## src/design/kvt_pkg.sv

```systemverilog
// Package for the key/value table: sizes, operation and status codes,
// and the structs passed along the cell chain. No dependencies.
package kvt_pkg;

	localparam int ENTRIES    = 16;
	localparam int KEY_BITS   = 32;
	localparam int VALUE_BITS = 32;
	localparam int OP_BITS    = 3;
	localparam int STATUS_BITS = 2;
	localparam int IDX_BITS   = (ENTRIES > 1) ? $clog2(ENTRIES) : 1;
	localparam int COUNT_BITS = $clog2(ENTRIES + 1);

	typedef enum logic [OP_BITS-1:0] {
		OP_LOOKUP = 3'd0,
		OP_ACCESS = 3'd1,
		OP_WRITE  = 3'd2,
		OP_ERASE  = 3'd3,
		OP_CLEAR  = 3'd4
	} op_t;

	typedef enum logic [STATUS_BITS-1:0] {
		ST_HIT  = 2'd0,
		ST_NEW  = 2'd1,
		ST_MISS = 2'd2,
		ST_FULL = 2'd3
	} status_t;

	typedef enum logic [1:0] {
		UPD_INSERT,
		UPD_VALUE,
		UPD_ERASE,
		UPD_CLEAR
	} upd_kind_t;

	typedef enum logic [1:0] {
		S_IDLE,
		S_SCAN,
		S_DECIDE
	} state_t;

	// Search token that travels one cell per cycle.
	typedef struct packed {
		logic                  valid;
		logic [KEY_BITS-1:0]   key;
		logic                  hit;
		logic [IDX_BITS-1:0]   hit_idx;
		logic [VALUE_BITS-1:0] hit_val;
		logic                  free;
		logic [IDX_BITS-1:0]   free_idx;
	} tok_t;

	// Update broadcast to every cell once a search has finished.
	typedef struct packed {
		logic                  en;
		upd_kind_t             kind;
		logic [IDX_BITS-1:0]   idx;
		logic [KEY_BITS-1:0]   key;
		logic [VALUE_BITS-1:0] value;
	} upd_t;

endpackage

```

## src/design/key_value_table.sv

```systemverilog
// An accepted item's search token walks the chain of ENTRIES slot cells one cell per
// cycle; the result is then decided and registered once the output side is free.
// No new item is taken until that result is committed (in_stall is high meanwhile).
// A new item may be accepted while the previous result still waits to be taken.
// Reset (arst_n low, asynchronous) frees every slot and zeroes the entry count.
module key_value_table import kvt_pkg::*; (
	input  logic                         clk,
	input  logic                         arst_n,
	input  logic                         in_valid,
	output logic                         in_stall,
	input  logic [OP_BITS-1:0]           op,
	input  logic signed [KEY_BITS-1:0]   key,
	input  logic signed [VALUE_BITS-1:0] value_in,
	output logic                         out_valid,
	input  logic                         out_stall,
	output logic signed [VALUE_BITS-1:0] value_out,
	output logic [STATUS_BITS-1:0]       status,
	output logic [COUNT_BITS-1:0]        entry_count
);

	state_t                state_q, state_nxt;
	logic [OP_BITS-1:0]    op_q;
	logic [KEY_BITS-1:0]   key_q;
	logic [VALUE_BITS-1:0] val_q;
	logic [COUNT_BITS-1:0] live_q, live_nxt;
	tok_t                  fin_q;
	tok_t                  launch;
	tok_t                  chain [ENTRIES+1];
	upd_t                  upd;
	logic                  out_valid_q;
	logic [VALUE_BITS-1:0] vout_q, vout_nxt;
	logic [STATUS_BITS-1:0] status_q;
	status_t               status_nxt;
	logic                  accept;
	logic                  out_free;
	logic                  commit;

	assign accept   = in_valid && !in_stall;
	assign out_free = !out_valid_q || !out_stall;
	assign in_stall = (state_q != S_IDLE);

	always_comb begin
		launch          = '0;
		launch.valid    = accept;
		launch.key      = key;
	end

	assign chain[0] = launch;

	for (genvar i = 0; i < ENTRIES; i++) begin : g_cell
		kvt_cell u_cell (
			.clk     (clk),
			.arst_n  (arst_n),
			.my_idx  (IDX_BITS'(i)),
			.tok_in  (chain[i]),
			.tok_out (chain[i+1]),
			.upd     (upd)
		);
	end

	always_ff @(posedge clk or negedge arst_n) begin
		if (!arst_n) begin
			state_q <= S_IDLE;
		end else begin
			state_q <= state_nxt;
		end
	end

	always_comb begin
		state_nxt = state_q;
		commit    = 1'b0;
		case (state_q)
			S_IDLE: begin
				if (accept) state_nxt = S_SCAN;
			end
			S_SCAN: begin
				if (chain[ENTRIES].valid) state_nxt = S_DECIDE;
			end
			S_DECIDE: begin
				if (out_free) begin
					commit    = 1'b1;
					state_nxt = S_IDLE;
				end
			end
			default: state_nxt = S_IDLE;
		endcase
	end

	always_ff @(posedge clk) begin
		if (accept) begin
			op_q  <= op;
			key_q <= key;
			val_q <= value_in;
		end
		if ((state_q == S_SCAN) && chain[ENTRIES].valid) begin
			fin_q <= chain[ENTRIES];
		end
	end

	// Decision once the token has seen every slot.
	always_comb begin
		upd        = '0;
		upd.en     = commit;
		upd.key    = key_q;
		upd.value  = val_q;
		upd.kind   = UPD_VALUE;
		upd.idx    = fin_q.hit_idx;
		vout_nxt   = '0;
		status_nxt = ST_MISS;
		live_nxt   = live_q;
		case (op_q)
			OP_CLEAR: begin
				upd.kind   = UPD_CLEAR;
				live_nxt   = '0;
				status_nxt = ST_HIT;
			end
			OP_ERASE: begin
				upd.kind = UPD_ERASE;
				if (fin_q.hit) begin
					vout_nxt   = fin_q.hit_val;
					status_nxt = ST_HIT;
					if (live_q != '0) live_nxt = live_q - COUNT_BITS'(1);
				end else begin
					upd.en = 1'b0;
				end
			end
			OP_ACCESS, OP_WRITE: begin
				if (fin_q.hit) begin
					status_nxt = ST_HIT;
					if (op_q == OP_WRITE) begin
						vout_nxt = val_q;
					end else begin
						vout_nxt = fin_q.hit_val;
						upd.en   = 1'b0;
					end
				end else if (fin_q.free) begin
					upd.kind   = UPD_INSERT;
					upd.idx    = fin_q.free_idx;
					// An access inserts the key with a zero value.
					if (op_q != OP_WRITE) upd.value = '0;
					vout_nxt   = upd.value;
					status_nxt = ST_NEW;
					live_nxt   = live_q + COUNT_BITS'(1);
				end else begin
					upd.en     = 1'b0;
					status_nxt = ST_FULL;
				end
			end
			default: begin
				upd.en = 1'b0;
				if (fin_q.hit) begin
					vout_nxt   = fin_q.hit_val;
					status_nxt = ST_HIT;
				end
			end
		endcase
	end

	always_ff @(posedge clk or negedge arst_n) begin
		if (!arst_n) begin
			live_q      <= '0;
			out_valid_q <= 1'b0;
		end else begin
			if (commit) begin
				live_q      <= live_nxt;
				out_valid_q <= 1'b1;
			end else if (!out_stall) begin
				out_valid_q <= 1'b0;
			end
		end
	end

	always_ff @(posedge clk) begin
		if (commit) begin
			vout_q   <= vout_nxt;
			status_q <= status_nxt;
		end
	end

	assign out_valid   = out_valid_q;
	assign value_out   = vout_q;
	assign status      = status_q;
	assign entry_count = live_q;

endmodule

```

## src/design/kvt_cell.sv

```systemverilog
// One slot of the key/value table and one stage of the search chain.
// Depends on kvt_pkg.
module kvt_cell import kvt_pkg::*; (
	input  logic                clk,
	input  logic                arst_n,
	input  logic [IDX_BITS-1:0] my_idx,
	input  tok_t                tok_in,
	output tok_t                tok_out,
	input  upd_t                upd
);

	logic                  valid_q;
	logic [KEY_BITS-1:0]   key_q;
	logic [VALUE_BITS-1:0] val_q;
	tok_t                  tok_q;
	tok_t                  tok_nxt;
	logic                  sel;

	// Only the first match and the first free slot along the chain are kept.
	always_comb begin
		tok_nxt = tok_in;
		if (valid_q) begin
			if (!tok_in.hit && (key_q == tok_in.key)) begin
				tok_nxt.hit     = 1'b1;
				tok_nxt.hit_idx = my_idx;
				tok_nxt.hit_val = val_q;
			end
		end else if (!tok_in.free) begin
			tok_nxt.free     = 1'b1;
			tok_nxt.free_idx = my_idx;
		end
	end

	always_ff @(posedge clk or negedge arst_n) begin
		if (!arst_n) begin
			tok_q.valid <= 1'b0;
		end else begin
			tok_q <= tok_nxt;
		end
	end

	assign sel = upd.en && (upd.idx == my_idx);

	always_ff @(posedge clk or negedge arst_n) begin
		if (!arst_n) begin
			valid_q <= 1'b0;
		end else if (upd.en && (upd.kind == UPD_CLEAR)) begin
			valid_q <= 1'b0;
		end else if (sel && (upd.kind == UPD_ERASE)) begin
			valid_q <= 1'b0;
		end else if (sel && (upd.kind == UPD_INSERT)) begin
			valid_q <= 1'b1;
		end
	end

	always_ff @(posedge clk) begin
		if (sel && (upd.kind == UPD_INSERT)) begin
			key_q <= upd.key;
		end
		if (sel && ((upd.kind == UPD_INSERT) || (upd.kind == UPD_VALUE))) begin
			val_q <= upd.value;
		end
	end

	assign tok_out = tok_q;

endmodule

```

## config.mk

```make
export PLATFORM = sky130hd
export DESIGN_NAME = key_value_table
export DESIGN_NICKNAME = d
export VERILOG_FILES = /design/src/design/kvt_pkg.sv /design/src/design/key_value_table.sv /design/src/design/kvt_cell.sv
export SDC_FILE = /design/constraint.sdc
export NUM_CORES = 2
export LEC_CHECK = 0
export BUFFER_PORTS_ARGS = -buffer_cell sky130_fd_sc_hd__buf_2
export CORE_MARGIN = 4
export CORE_UTILIZATION = 30
export DETAILED_ROUTE_END_ITERATION = 10
export SLEW_MARGIN = 25
export SYNTH_ARGS = -nofsm -noshare
export SYNTH_HDL_FRONTEND = slang
export SYNTH_SLANG_ARGS = --single-unit
```

## constraint.sdc

```tcl
create_clock -name clk -period 8.5 [get_ports clk]
set_clock_uncertainty 0.05 [all_clocks]
set_input_delay 1.7 -clock clk [delete_from_list [all_inputs] [get_ports clk]]
set_output_delay 1.7 -clock clk [all_outputs]
set_load 0.02 [all_outputs]
```

==> flow_summary.ini <==
[cts]
htreeDepth = 4
postCtsHoldBufs = 0
post_cts_buffers = 0
cts_buffers = 218
clk_latency_ps = 830
clk_pin_slew_ps = 70
clock_path_buffers = 3
cts_tree = yes
cts.sinks = 2329
cts_root_buffer = clkbuf_16
ctsResizeCount = 0

[logic_synthesis]
synth_top_area_share = 0.813
syn_inst = 4113
synth_area_leaders = edfxtp_1, mux2_2, xnor2_1
syn-mean-instance-area_um2 = 20.5
ys.flop_type = edfxtp_1
syn_nets = 4188
synthesis.area_um2 = 84500
synth_enable_flop_cells = 2289
synth_top_area_cell = edfxtp_1
yosys_warnings = 0
ys_seq_area_frac = 0.825
ys_async_sr_fraction = 0.0172
synth.distinct_cells = 64
ys_seq_elements = 2329

[floorplanning]
rows = 194
io_pins = 112
dieArea_um2 = 290000
die_h_um = 539
start_util = 0.302
core_area_um2 = 280000
die_w_um = 539

[timing]
period_share = 0.486
fmax_mhz = 242
relSlewSlack = 0.259
setup_viol = 0
tightestPinTransition_ps = 1110
tns_ps = 0
grt_setup_unrepaired = no
maxSlewViolCount = 0
postLayoutSetupSlackWorst_ps = 4370
min_period_ps = 4130
hold_viol = 0

[route]
dr.first_iter.drc_count = 2780
vias = 35400
drtPass1Iterations = 7
avgRoutedWirePerCell_um = 18.7
via_per_inst = 4.25
postRouteAntennaNets = 0
drc = 0
drt_wl_total_um = 156000

[global_routing]
grt_start_max_net_pins = 186
grt.overflow.total = 0
grtUsageTotal = 0.106
first_global_vias = 36600
antenna_found_initial = 16
grt_pass1_wl_um = 237000

[worst_setup_path]
critPathKind = flip-flop to flip-flop
ff2ff_path_depth = 8
crit_fanout = 47
max_stage_delay_ps = 720
critPathTopFamily = simple AND/OR/NAND/NOR gates
crit_chain = buf_4 -> xor2_1 -> and3_1 -> mux2i_1 -> buf_4 -> or2_1 -> nor2_4 -> buf_16
arrival_ps = 4600
worstSetupEndpointType = flip-flop
worst_setup_path_start_kind = flip-flop
crit_top_cell = buf_4
crit_cells = 8
crit_required_ps = 8970
critical_path_buf_inv_count = 3
worst_path_max_delay_cell = nor2_4

[power]
max-vdd-ir-drop_uv = 211
p_per_area_nw_per_um2 = 235
power_w = 0.0229
p_leak_nw = 30.9

[placement]
placed_area_um2 = 90100
dp_cells = 7916
pre_cts_slack_ps = 3630
detailed_place_hpwl_um = 106000
gp_congestion = 0.821
port_buffers = 111

[final_layout]
area_delta_synth_final_pct = 15.0
n_fill_cell = 25800
fin_cells = 8331
nets = 4501
layout_common_cells = edfxtp_1, mux2_2, xnor2_1
drive_above_1_share = 0.235
layout_commonest_cell = edfxtp_1
stdcell_area_um2 = 97200

[min_path]
hold_path.class = flip-flop to flip-flop
whs_path_depth = 0

[outcome]
status = finished, final reports clean

[job]
max-cap-violations = 0
-- state kept, by name, summed over array words and instances, names as in the netlist --
register,cells
g_cell.u_cell.tok_out,1138
g_cell.u_cell.key_q,512
g_cell.u_cell.val_q,512
fin_q,42
key_q,32
val_q,32
value_out,32
g_cell.u_cell.valid_q,16
entry_count,5
op_q,3
state_q,2
status,2
out_valid,1
-- Yosys cell counts (all sizes together) (19+ instances only) --
master and n:
nand2 25, a32o 64, buf 49, nand3 19, dfrtp 40, nand2b 59, and2 65, nor4 45
nand4 84, edfxtp 2289, or2 59, clkbuf 33, inv 52, xor2 145, nor2b 62, nor2 78
mux2 480, nor3 26, xnor2 314
-- report_power, final --
part / internal, W / total [W] / switching, W
Clock: 0.00525 / 0.00930 / 0.00404
Sequential: 0.0129 / 0.0131 / 0.000172
Combinational: 0.000212 / 0.000480 / 0.000268
-- cell families (layout without fill, tap and decap cells) --
kind of cell	count (synthesis)	count (layout)	share of synthesized area
flops	2329	2329	0.825
simple gates	541	541	0.0372
mux	483	483	0.0655
xor+xnor	459	459	0.0476
compound gates	163	163	0.0166
buf+inv	134	623	0.00734
fa+ha+maj	4	4	0.000681
other cells	0	5	0
-- worst register-to-register path: cells and delay by family (launching register included) --
kind | cells | cell delay, ps
buffers and inverters | 3 | 870
muxes | 1 | 160
and+or+nand+nor | 3 | 1930
DFF | 1 | 320
xor gates and xnor gates | 1 | 500
-- layout make-up --
class | count | area, um2 | area share
Antenna cell | 5 | 12.5 | 0.000129
Clock buffer | 265 | 5720 | 0.0588
Clock inverter | 131 | 1100 | 0.0113
Sequential cell | 2329 | 69700 | 0.717
Inverter | 52 | 195 | 0.00201
Tap cell | 3724 | 4660 | 0.0479
Multi-Input combinational cell | 1650 | 14500 | 0.149
Timing Repair Buffer | 175 | 1290 | 0.0133
-- layer usage --
metal | vias up | track usage | part of all wire
met5 | - | 0 | 0.00053
met1 | 17800 | 0.159 | 0.50
li1 | 16600 | - | -
met3 | 252 | 0.0216 | 0.048
met2 | 730 | 0.154 | 0.43
met4 | 12 | 0.0314 | 0.024
-- path summary, 6_finish.rpt --
check / startpoint / to / slack, ps
min reg2reg: g_cell[14].u_cell.tok_out[74] / g_cell[15].u_cell.tok_out[74] / 290
min in group asynchronous: arst_n / g_cell[9].u_cell.valid_q / 950
max reg2reg: op_q[1] / g_cell[1].u_cell.val_q[16] / 4370
min: g_cell[14].u_cell.tok_out[74] / g_cell[15].u_cell.tok_out[74] / 290
max in group asynchronous: arst_n / g_cell[12].u_cell.valid_q / 5790
max: op_q[1] / g_cell[1].u_cell.val_q[16] / 4370
-- through the flow --
| stage | util | hold slack [ps] |
|---|---|---|
| after detailed placement | 0.322 | 285 |
| after CTS | 0.346 | 277 |
| after global routing | 0.347 | 297 |
| after global placement | 0.322 | 281 |
| after floorplan | - | 281 |
| final | 0.347 | 286 |
Note: power is estimated with default switching activity, not from simulation.
